<file path="src/sv/rcpd_pkg.sv">
package rcpd_pkg;

  localparam int unsigned FIELD_BITS = 16;

  localparam logic [7:0] CH_LIVE = 8'h6F;
  localparam logic [7:0] CH_DEAD = 8'h62;
  localparam logic [7:0] CH_ROW  = 8'h24;
  localparam logic [7:0] CH_END  = 8'h21;
  localparam logic [7:0] CH_ZERO = 8'h30;
  localparam logic [7:0] CH_NINE = 8'h39;

  localparam logic CFG_ORIGIN_X = 1'b0;
  localparam logic CFG_ORIGIN_Y = 1'b1;

  typedef struct packed {
    logic                  emit;
    logic [FIELD_BITS-1:0] run_x;
    logic [FIELD_BITS-1:0] run_y;
    logic [FIELD_BITS-1:0] run_len;
    logic                  end_mark;
  } rcpd_result_t;

endpackage

</file>
<file path="src/sv/rcpd_core.sv">
module rcpd_core #(
  parameter int unsigned COORD_BITS = 16,
  parameter int unsigned COUNT_BITS = 16
) (
  input  logic                 clk,
  input  logic                 rst_n,
  input  logic                 step,
  input  logic [7:0]           char_in,
  input  logic                 cfg_we,
  input  logic                 cfg_index,
  input  logic [15:0]          cfg_data,
  output rcpd_pkg::rcpd_result_t res
);

  localparam int unsigned SUM_BITS = ((COORD_BITS > COUNT_BITS) ? COORD_BITS : COUNT_BITS) + 2;
  localparam int unsigned CFG_BITS = ((COORD_BITS > 16) ? COORD_BITS : 16) + 1;
  localparam int unsigned XW       = (COORD_BITS > 16) ? COORD_BITS : 16;
  localparam int unsigned LW       = (COUNT_BITS > 16) ? COUNT_BITS : 16;
  localparam int unsigned ACC_BITS = COUNT_BITS + 4;
  localparam longint COORD_HI = (64'sd1 <<< (COORD_BITS - 1)) - 64'sd1;
  localparam longint COORD_LO = -COORD_HI - 64'sd1;

  logic signed [COORD_BITS-1:0] origin_x_r, origin_x_nxt;
  logic signed [COORD_BITS-1:0] origin_y_r, origin_y_nxt;
  logic signed [COORD_BITS-1:0] cursor_x_r, cursor_x_nxt;
  logic signed [COORD_BITS-1:0] cursor_y_r, cursor_y_nxt;
  logic [COUNT_BITS-1:0]        pending_r, pending_nxt;
  logic                         present_r, present_nxt;
  logic                         finished_r, finished_nxt;

  logic [COUNT_BITS-1:0]        n;
  logic signed [SUM_BITS-1:0]   sum_x, sum_y;
  logic signed [COORD_BITS-1:0] adv_x, adv_y;
  logic [ACC_BITS-1:0]          acc;
  logic [COUNT_BITS-1:0]        acc_sat;
  logic signed [CFG_BITS-1:0]   cfg_wide;
  logic signed [COORD_BITS-1:0] cfg_clamped;
  logic signed [XW-1:0]         x_wide, y_wide;
  logic [LW-1:0]                n_wide;
  logic [15:0]                  len_sat;

  always_comb begin
    n     = present_r ? pending_r : COUNT_BITS'(1);
    sum_x = SUM_BITS'(cursor_x_r) + signed'(SUM_BITS'(n));
    sum_y = SUM_BITS'(cursor_y_r) + signed'(SUM_BITS'(n));
    adv_x = (sum_x > SUM_BITS'(COORD_HI)) ? COORD_BITS'(COORD_HI) : sum_x[COORD_BITS-1:0];
    adv_y = (sum_y > SUM_BITS'(COORD_HI)) ? COORD_BITS'(COORD_HI) : sum_y[COORD_BITS-1:0];

    acc = ({1'b0, pending_r, 3'b000} + {3'b000, pending_r, 1'b0})
          + ACC_BITS'(char_in[3:0]);
    acc_sat = (acc > ACC_BITS'({COUNT_BITS{1'b1}})) ? {COUNT_BITS{1'b1}} : acc[COUNT_BITS-1:0];

    cfg_wide    = CFG_BITS'(signed'(cfg_data));
    if (cfg_wide > CFG_BITS'(COORD_HI)) begin
      cfg_clamped = COORD_BITS'(COORD_HI);
    end else if (cfg_wide < CFG_BITS'(COORD_LO)) begin
      cfg_clamped = COORD_BITS'(COORD_LO);
    end else begin
      cfg_clamped = cfg_wide[COORD_BITS-1:0];
    end

    x_wide  = XW'(cursor_x_r);
    y_wide  = XW'(cursor_y_r);
    n_wide  = LW'(n);
    len_sat = (n_wide > LW'(16'hFFFF)) ? 16'hFFFF : n_wide[15:0];
  end

  always_comb begin
    origin_x_nxt = origin_x_r;
    origin_y_nxt = origin_y_r;
    cursor_x_nxt = cursor_x_r;
    cursor_y_nxt = cursor_y_r;
    pending_nxt  = pending_r;
    present_nxt  = present_r;
    finished_nxt = finished_r;
    res          = '0;
    res.run_x    = x_wide[15:0];
    res.run_y    = y_wide[15:0];
    res.run_len  = len_sat;

    if (cfg_we) begin
      if (cfg_index == rcpd_pkg::CFG_ORIGIN_X) begin
        origin_x_nxt = cfg_clamped;
        cursor_x_nxt = cfg_clamped;
      end else begin
        origin_y_nxt = cfg_clamped;
        cursor_y_nxt = cfg_clamped;
      end
    end else if (step && !finished_r) begin
      case (char_in)
        rcpd_pkg::CH_LIVE: begin
          pending_nxt = '0;
          present_nxt = 1'b0;
          if (n != '0) begin
            res.emit     = 1'b1;
            cursor_x_nxt = adv_x;
          end
        end
        rcpd_pkg::CH_DEAD: begin
          pending_nxt  = '0;
          present_nxt  = 1'b0;
          cursor_x_nxt = adv_x;
        end
        rcpd_pkg::CH_ROW: begin
          pending_nxt  = '0;
          present_nxt  = 1'b0;
          cursor_x_nxt = origin_x_r;
          cursor_y_nxt = adv_y;
        end
        rcpd_pkg::CH_END: begin
          pending_nxt  = '0;
          present_nxt  = 1'b0;
          finished_nxt = 1'b1;
          res.emit     = 1'b1;
          res.run_x    = '0;
          res.run_y    = '0;
          res.run_len  = '0;
          res.end_mark = 1'b1;
        end
        default: begin
          if (char_in inside {[rcpd_pkg::CH_ZERO:rcpd_pkg::CH_NINE]}) begin
            pending_nxt = acc_sat;
            present_nxt = 1'b1;
          end
        end
      endcase
    end
  end

  always_ff @(posedge clk) begin
    if (!rst_n) begin
      origin_x_r <= '0;
      origin_y_r <= '0;
      cursor_x_r <= '0;
      cursor_y_r <= '0;
      pending_r  <= '0;
      present_r  <= 1'b0;
      finished_r <= 1'b0;
    end else begin
      origin_x_r <= origin_x_nxt;
      origin_y_r <= origin_y_nxt;
      cursor_x_r <= cursor_x_nxt;
      cursor_y_r <= cursor_y_nxt;
      pending_r  <= pending_nxt;
      present_r  <= present_nxt;
      finished_r <= finished_nxt;
    end
  end

endmodule

</file>
<file path="src/sv/rle_cell_pattern_decoder.sv">
// Channel   Handshake                Payload
// in        in_valid / in_ready      in_char_in[7:0]
// out       out_valid / out_ready    out_run_x, out_run_y, out_run_len, out_end_mark
// cfg       cfg_valid / cfg_ready    cfg_index, cfg_data[15:0]
//
// One character item is accepted per cycle unless a held output register stalls the input;
// it is stored in the input register and its result, if any, in the output register.
// Decode state is registered in the core; throughput is one item per clock unless stalled.
// A held output register stalls the input register, which still takes one more item.
// Reset clears the origins, the cursor, the pending count and the end flag.
module rle_cell_pattern_decoder #(
  parameter int unsigned COORD_BITS = 16,
  parameter int unsigned COUNT_BITS = 16
) (
  input  logic        clk,
  input  logic        rst_n,
  input  logic        in_valid,
  output logic        in_ready,
  input  logic [7:0]  in_char_in,
  output logic        out_valid,
  input  logic        out_ready,
  output logic [15:0] out_run_x,
  output logic [15:0] out_run_y,
  output logic [15:0] out_run_len,
  output logic        out_end_mark,
  input  logic        cfg_valid,
  output logic        cfg_ready,
  input  logic        cfg_index,
  input  logic [15:0] cfg_data
);

  logic                   in_valid_r, in_valid_nxt;
  logic [7:0]             in_char_r;
  logic                   out_valid_r, out_valid_nxt;
  rcpd_pkg::rcpd_result_t out_r;
  rcpd_pkg::rcpd_result_t res;
  logic                   advance;

  assign advance   = in_valid_r && (!out_valid_r || out_ready);
  assign in_ready  = !in_valid_r || advance;
  assign cfg_ready = 1'b1;

  rcpd_core #(
    .COORD_BITS(COORD_BITS),
    .COUNT_BITS(COUNT_BITS)
  ) u_core (
    .clk      (clk),
    .rst_n    (rst_n),
    .step     (advance),
    .char_in  (in_char_r),
    .cfg_we   (cfg_valid),
    .cfg_index(cfg_index),
    .cfg_data (cfg_data),
    .res      (res)
  );

  always_comb begin
    in_valid_nxt = in_valid_r;
    if (in_valid && in_ready) begin
      in_valid_nxt = 1'b1;
    end else if (advance) begin
      in_valid_nxt = 1'b0;
    end
    out_valid_nxt = out_valid_r;
    if (advance && res.emit) begin
      out_valid_nxt = 1'b1;
    end else if (out_ready) begin
      out_valid_nxt = 1'b0;
    end
  end

  always_ff @(posedge clk) begin
    if (!rst_n) begin
      in_valid_r  <= 1'b0;
      out_valid_r <= 1'b0;
    end else begin
      in_valid_r  <= in_valid_nxt;
      out_valid_r <= out_valid_nxt;
    end
  end

  always_ff @(posedge clk) begin
    if (in_valid && in_ready) begin
      in_char_r <= in_char_in;
    end
    if (advance && res.emit) begin
      out_r <= res;
    end
  end

  assign out_valid    = out_valid_r;
  assign out_run_x    = out_r.run_x;
  assign out_run_y    = out_r.run_y;
  assign out_run_len  = out_r.run_len;
  assign out_end_mark = out_r.end_mark;

endmodule

</file>
<file path="config.mk">
export PLATFORM = sky130hd
export DESIGN_NAME = rle_cell_pattern_decoder
export DESIGN_NICKNAME = d
export VERILOG_FILES = /design/src/sv/rcpd_pkg.sv /design/src/sv/rcpd_core.sv /design/src/sv/rle_cell_pattern_decoder.sv
export SDC_FILE = /design/constraint.sdc
export NUM_CORES = 1
export LEC_CHECK = 0
export BUFFER_PORTS_ARGS = -buffer_cell sky130_fd_sc_hd__buf_4
export CORE_MARGIN = 2
export CORE_UTILIZATION = 30
export DETAILED_ROUTE_END_ITERATION = 10
export PLACE_DENSITY = 0.44
export SYNTH_ARGS = -nofsm -noshare
export SYNTH_HDL_FRONTEND = slang
export SYNTH_SLANG_ARGS = --single-unit
</file>
<file path="constraint.sdc">
create_clock -name clk -period 17.3 [get_ports clk]
set_clock_uncertainty 0.2 [all_clocks]
set_input_delay 2.595 -clock clk [delete_from_list [all_inputs] [get_ports clk]]
set_output_delay 2.595 -clock clk [all_outputs]
set_load 0.02 [all_outputs]
</file>
==> results by group, run 1 <==
Setup path
  – Delay-heaviest family, CP: simple AND/OR/NAND/NOR gates
  – CP endpoint kind: output port
  – WP data required: 14510 ps
  – Crit Path Category: input pin to output port
  – Most used cell, CP: buf_4
  – Crit path cell chain: buf_4 > nor2b_1 > nand2_1 > buf_4
  – Critical Path AT: 3220 ps
  – CP max stage cell: nor2b_1
  – WP buf/inv: 2
  – Critical Path Max Stage Delay: 230 ps
  – Worst-path maximum fanout: 4
  – Startpoint Class: input pin
  – WP depth: 4
  – Worst-case reg-to-reg path depth: 12

Timing
  – Fmax: 166 MHz
  – Hold WS: 260 ps
  – Pins over their slew limit: 0
  – Worst Max-Slew Pin Slew: 1190 ps
  – RSZ-0062 raised after global routing: false
  – Fin crit share: 34.8%
  – Setup TNS: 0 ps
  – Slew headroom: 20.1%
  – Endpoints failing hold: 0
  – Minimum clock period: 6020 ps
  – Final count of negative-setup-slack endpoints: 0
  – Worst Slack Setup Final: 11280 ps

Yosys
  – Seq cells post-synth: 125
  – Synth warn: 0
  – Post-synthesis area per instance: 8.94 sq um
  – Post-synth ARST share: 0%
  – Sequential fraction of the synthesis area: 38.5%
  – Syn_nets: 985
  – Synth Cell Area: 0.00797 sq mm
  – EDFF count, synth: 57
  – Synth Instances: 892
  – Synth cell types: 73
  – Top_reg_cell synth: dfxtp_1

Layout
  – Post-layout util: 36.2%
  – Synth-to-layout area growth: 18.3%
  – Footprint of the multi-input gates: 0.00463 sq mm
  – Most frequent cells in the layout: 102 x nand2_1, 88 x buf_4, 84 x a21oi_1
  – Filler cell count: 2733
  – Commonest non-fill, non-tap cell in the layout: nand2_1
  – Layout cells sized above 1: 13.8%
  – Reg area: 0.00307 sq mm
  – Nets: 1044
  – N_diodes: 0

Routing
  – Drt pass-1 iters: 5
  – Antenna Violating Nets Remaining: 0
  – Drt initial violations: 455
  – Vias/cell: 5.26
  – Vias post-DR: 6830
  – Avg WL per Cell: 18.4 microns
  – Post-route DRC: 0
  – Final WL: 23900 microns

Die
  – Die extent in y: 167 microns
  – Core Box Area: 0.0261 sq mm
  – Die extent in x: 167 microns
  – Die ar.: 0.0279 sq mm
  – Starting Density: 30.6%
  – I/O Pins: 82
  – Row count: 59

GRT
  – Total global-route track usage: 17.4%
  – Vias in the first global route: 6614
  – First-pass GRT wire length: 37900 microns
  – Initial antenna violation count: 0
  – Total grt overflow: 0
  – Largest net degree at the start of global routing: 46

Clock tree
  – Clock-pin slew on the worst setup and hold paths: 60 ps
  – Post-CTS Resized: 0
  – Setup bufs post-CTS: 0
  – CTS buffer count: 17
  – H-tree lvl count: 4
  – TritonCTS clock tree: built
  – CTS Buffer Depth: 2
  – Clk_lat worst skew: 430 ps
  – Clock root buffer: clkbuf_16
  – Clock sink count: 125
  – Post-CTS Hold Fix Bufs: 0

Pwr
  – IR Drop Worst-Case VDD: 0.0567 mV
  – Tot Pwr: 0.735 mW
  – LEAKAGE: 4.01 nW
  – Power per cell area: 77.9 mW/mm^2

Place
  – Placer Congestion: 0.830
  – HPWL after detailed placement: 17600 microns
  – IO buf count: 80
  – Pre-CTS setup slack: 11250 ps

Min path
  – Worst min-delay path class: register to register
  – Hold depth: 2

Run status
  – Outcome: complete, no violations

Job
  – Max_cap viols: 0
cell usage after synthesis (all sizes together), types with 5 or more instances:
cell,instances,area [sq um]
and2,46,288
nor2,59,224
a41oi,6,90.1
ha,61,763
nand4,6,37.5
o211ai,17,128
o22ai,14,87.6
nand2,102,383
inv,19,71.3
nor3,15,80.1
clkbuf,37,140
o21ai,44,220
nand3,14,70.1
a21oi,85,429
o221ai,6,52.6
buf,11,63.8
nand2b,12,75.1
edfxtp,57,1710
o21a,6,45.0
and3,20,125
a21o,31,233
or3,14,87.6
xnor2,22,193
nor2b,6,37.5
nor4,7,43.8
xor2,18,158
nor3b,7,52.6
a211oi,6,50.1
a31oi,11,68.8
dfxtp,68,1360
o41ai,5,43.8
through the flow:
step / instances / instance area, sq um
floorplan: 892 / 7970
global placement: 1267 / 8860
detailed placement: 1267 / 8860
CTS: 1299 / 9430
global route: 1299 / 9430
finish: 1299 / 9430
final cells by class:
cell class / count / share of cell area [%]
clock buffers: 17 / 4.51
well taps: 335 / 4.44
repair buffers: 88 / 7.00
clock inverters: 15 / 1.57
inverters: 20 / 0.796
multi-input cells: 699 / 49.1
flip-flops and latches: 125 / 32.6
final timing paths:
check / start / to / slack [ps]
hold / removal: u_core.origin_x_r[14]$_SDFFE_PN0P_ / u_core.origin_x_r[14]$_SDFFE_PN0P_ / 260
hold reg to reg: u_core.origin_x_r[14]$_SDFFE_PN0P_ / u_core.origin_x_r[14]$_SDFFE_PN0P_ / 260
setup reg to reg: u_core.pending_r[2]$_SDFFE_PN0P_ / u_core.pending_r[5]$_SDFFE_PN0P_ / 12660
setup / recovery: out_ready / in_ready / 11280
sequential cells by signal, summed over array words and instances, names as in the netlist:
register	count
out_run_x	16
u_core.cursor_y_r	16
out_valid	1
in_valid_r	1
in_char_r	8
u_core.present_r	1
u_core.finished_r	1
u_core.origin_x_r	16
u_core.cursor_x_r	16
out_run_len	16
out_end_mark	1
u_core.pending_r	16
out_run_y	16
worst reg2reg max path, delay by kind of cell, from the launching register on:
kind | cells | cell delay (ps)
AOI/OAI and AO/OA | 7 | 1460
adders and majority gates | 2 | 1070
buffers and inverters | 1 | 260
DFF | 1 | 790
muxes | 1 | 230
and+or+nand+nor | 1 | 510
logic make-up (layout without fill, tap and decap cells):
family | Yosys count | in the layout | share of synthesized area (%)
adders and majority gates | 64 | 64 | 10.2
AOI/OAI and AO/OA | 271 | 271 | 22.8
and+or+nand+nor | 319 | 319 | 20.0
muxes | 4 | 4 | 0.502
buffers and inverters | 68 | 140 | 3.50
xor gates and xnor gates | 40 | 40 | 4.39
DFF | 125 | 125 | 38.5
other | 1 | 1 | 0.0470
power by group:
part | switching, mW | total, mW | internal (mW)
clock network | 0.142 | 0.353 | 0.211
registers | 0.00885 | 0.325 | 0.316
logic | 0.0335 | 0.0568 | 0.0234
total | 0.185 | 0.735 | 0.550
per-layer routing:
layer	global-route usage (%)	routed length (microns)	vias up	part of all wire, %
li1	-	-	3427	-
met3	2.64	955	32	4.0
met2	24.2	9680	162	41
met4	6.78	585	0	2.4
met1	26.6	12700	3209	53
met5	0	0	-	0
(Power assumes the default switching activity.)
==> run 2: changes to the inputs <==
==> constraint.sdc (replaced) <==
create_clock -name clk -period 6.05 [get_ports clk]
set_clock_uncertainty 0.2 [all_clocks]
set_input_delay 0.9075 -clock clk [delete_from_list [all_inputs] [get_ports clk]]
set_output_delay 0.9075 -clock clk [all_outputs]
set_load 0.02 [all_outputs]
==> run 2 against run 1 <==
  * Worst setup slack got worse by 10000 ps
  * Hold slack got worse by 4.0 ps
  * Critical path type is now register to register
  * Global-route usage rose by 0.41 points
  * Combinational power rose to 2.9 times the previous value
  * Clock power grew to 2.9 times the previous value
  * Flip-flop and latch count unchanged
  * Non-clock buffer count did not move
  * Die area unchanged
  * Design area rose by 0.13%
  * Clock-buffer cell count up 6
==> results by group, run 2 (synthesis gave the netlist of run 1 again) <==
Run status
  – Outcome: complete, no violations

Pwr
  – Clk pwr share: 48.8%
  – Switching Share: 24.5%
  – Power per cell area: 226 mW/mm^2
  – Seq pwr share: 43.5%
  – LEAKAGE: 4.02 nW
  – IR Drop Worst-Case VDD: 0.102 mV
  – Internal power: 1.61 mW
  – Combinational power share: 7.7%
  – Net Switching: 0.524 mW

Layout
  – Layout cells sized above 1: 13.6%
  – N_diodes: 0
  – Filler cell count: 2704
  – Most frequent cells in the layout: 102 x nand2_1, 88 x buf_4, 84 x a21oi_1
  – Non-Filler Instances: 1299
  – Nets: 1044
  – Reg area: 0.00307 sq mm
  – Commonest non-fill, non-tap cell in the layout: nand2_1
  – Synth-to-layout area growth: 18.5%
  – Footprint of the multi-input gates: 0.00463 sq mm

Setup path
  – Startpoint Class: register
  – Worst-path maximum fanout: 19
  – Critical Path AT: 4840 ps
  – CP endpoint kind: register
  – Crit Path Category: register to register
  – Critical Path Max Stage Delay: 750 ps
  – WP data required: 6170 ps
  – Crit path cell chain: fa_1 > fa_1 > a21o_1 > a21oi_1 > o21ai_0 > o31a_1 > o221ai_1 > mux2i_1 > nor3_1 > buf_4 > a21oi_1 > a21o_1
  – CP max stage cell: dfxtp_1

Timing
  – Endpoints failing hold: 0
  – Fmax: 212 MHz
  – Fin crit share: 78.0%
  – Worst Max-Slew Pin Slew: 1320 ps
  – Final count of negative-setup-slack endpoints: 0
  – Slew headroom: 11.7%
  – RSZ-0062 raised after global routing: false
  – Minimum clock period: 4720 ps
  – Pins over their slew limit: 0
  – Setup TNS: 0 ps

Clock tree
  – Setup bufs post-CTS: 0
  – Clock-pin slew on the worst setup and hold paths: 60 ps
  – TritonCTS clock tree: built
  – H-tree lvl count: 4
  – CTS Buffer Depth: 2
  – Clock sink count: 125
  – Clock root buffer: clkbuf_16
  – Clk_lat worst skew: 440 ps
  – Post-CTS Hold Fix Bufs: 0
  – Post-CTS Resized: 0
  – CTS buffer count: 17

Die
  – Die ar.: 0.0279 sq mm
  – I/O Pins: 82
  – Die extent in y: 167 microns
  – Die extent in x: 167 microns
  – Row count: 59
  – Core Box Area: 0.0261 sq mm
  – Starting Density: 30.6%

Routing
  – Drt initial violations: 436
  – Final WL: 24400 microns
  – Drt pass-1 iters: 6
  – Avg WL per Cell: 18.8 microns
  – Vias post-DR: 6951
  – Post-route DRC: 0
  – Vias/cell: 5.35
  – Antenna Violating Nets Remaining: 0

GRT
  – Initial antenna violation count: 0
  – Total grt overflow: 0
  – Total global-route track usage: 17.8%
  – Vias in the first global route: 6580
  – First-pass GRT wire length: 38600 microns
  – Largest net degree at the start of global routing: 44

Place
  – HPWL after detailed placement: 17800 microns
  – Placer Congestion: 0.827
  – IO buf count: 80
  – Placed Cells: 1267

Job
  – Max_cap viols: 0

Min path
  – Worst min-delay path class: register to register
## run 2: changes by cell type in the layout (fill, tap and decap cells not counted), moves of 2 or more
cell and delta:
clkbuf_1 +4, clkinv_1 -2, clkinvlp_4 -4, inv_4 +3
## run 2: final timing paths
path | startpoint | to | cells after the start | slack (ps)
setup / recovery | u_core.pending_r[2]$_SDFFE_PN0P_ | u_core.pending_r[10]$_SDFFE_PN0P_ | 12 | 1330
hold / removal | u_core.origin_x_r[10]$_SDFFE_PN0P_ | u_core.origin_x_r[10]$_SDFFE_PN0P_ | 2 | 260
setup reg to reg | u_core.pending_r[2]$_SDFFE_PN0P_ | u_core.pending_r[10]$_SDFFE_PN0P_ | 12 | 1330
hold reg to reg | u_core.origin_x_r[10]$_SDFFE_PN0P_ | u_core.origin_x_r[10]$_SDFFE_PN0P_ | 2 | 260
## run 2: layout make-up
cell class	instances	share of cell area, %
clock buffer	23	5.07
clock inverter	9	1.13
sequential	125	32.5
multi-input combinational	699	49.0
tap	335	4.44
inverter	20	0.795
timing repair buffer	88	6.99
## run 2: power groups by stage
| stage | registers, mW | logic, mW | clock network (mW) |
|---|---|---|---|
| final | 0.929 | 0.165 | 1.04 |
| after CTS | 0.929 | 0.165 | 1.07 |
| after global routing | 0.933 | 0.185 | 1.10 |
| after detailed placement | 0.947 | 0.164 | 0 |
| after global placement | 0.947 | 0.165 | 0 |
| after floorplan | 0.936 | 0.113 | 0 |
## run 2: routing by layer
layer,vias up,wire (microns),global-route usage (%)
met3,21,1190,3.04
li1,3432,-,-
met1,3312,12900,27.3
met5,-,0,0
met2,186,10000,25.3
met4,0,316,4.91
## run 2: critical path, delay by kind of cell (launching register included)
family,cells,cell delay [ps]
AO/OA/AOI/OAI,7,1400
adder cells (fa/ha/maj),2,1060
buffers and inverters,1,280
flip-flops,1,750
multiplexers,1,210
AND/OR/NAND/NOR,1,720
## run 2: stage by stage
step           utilization (%)  worst slack (ps)  hold slack [ps]  power, mW  area [sq um]
6_report                  36.2              1330              256       2.14          9450
5_1_grt                   36.2               986              280       2.22          9450
4_1_cts                   36.2              1320              256       2.16          9450
3_5_place_dp              34.0              1340              247       1.11          8860
3_3_place_gp              34.0              1390              243       1.11          8860
2_1_floorplan                -              71.6              232       1.05          7970
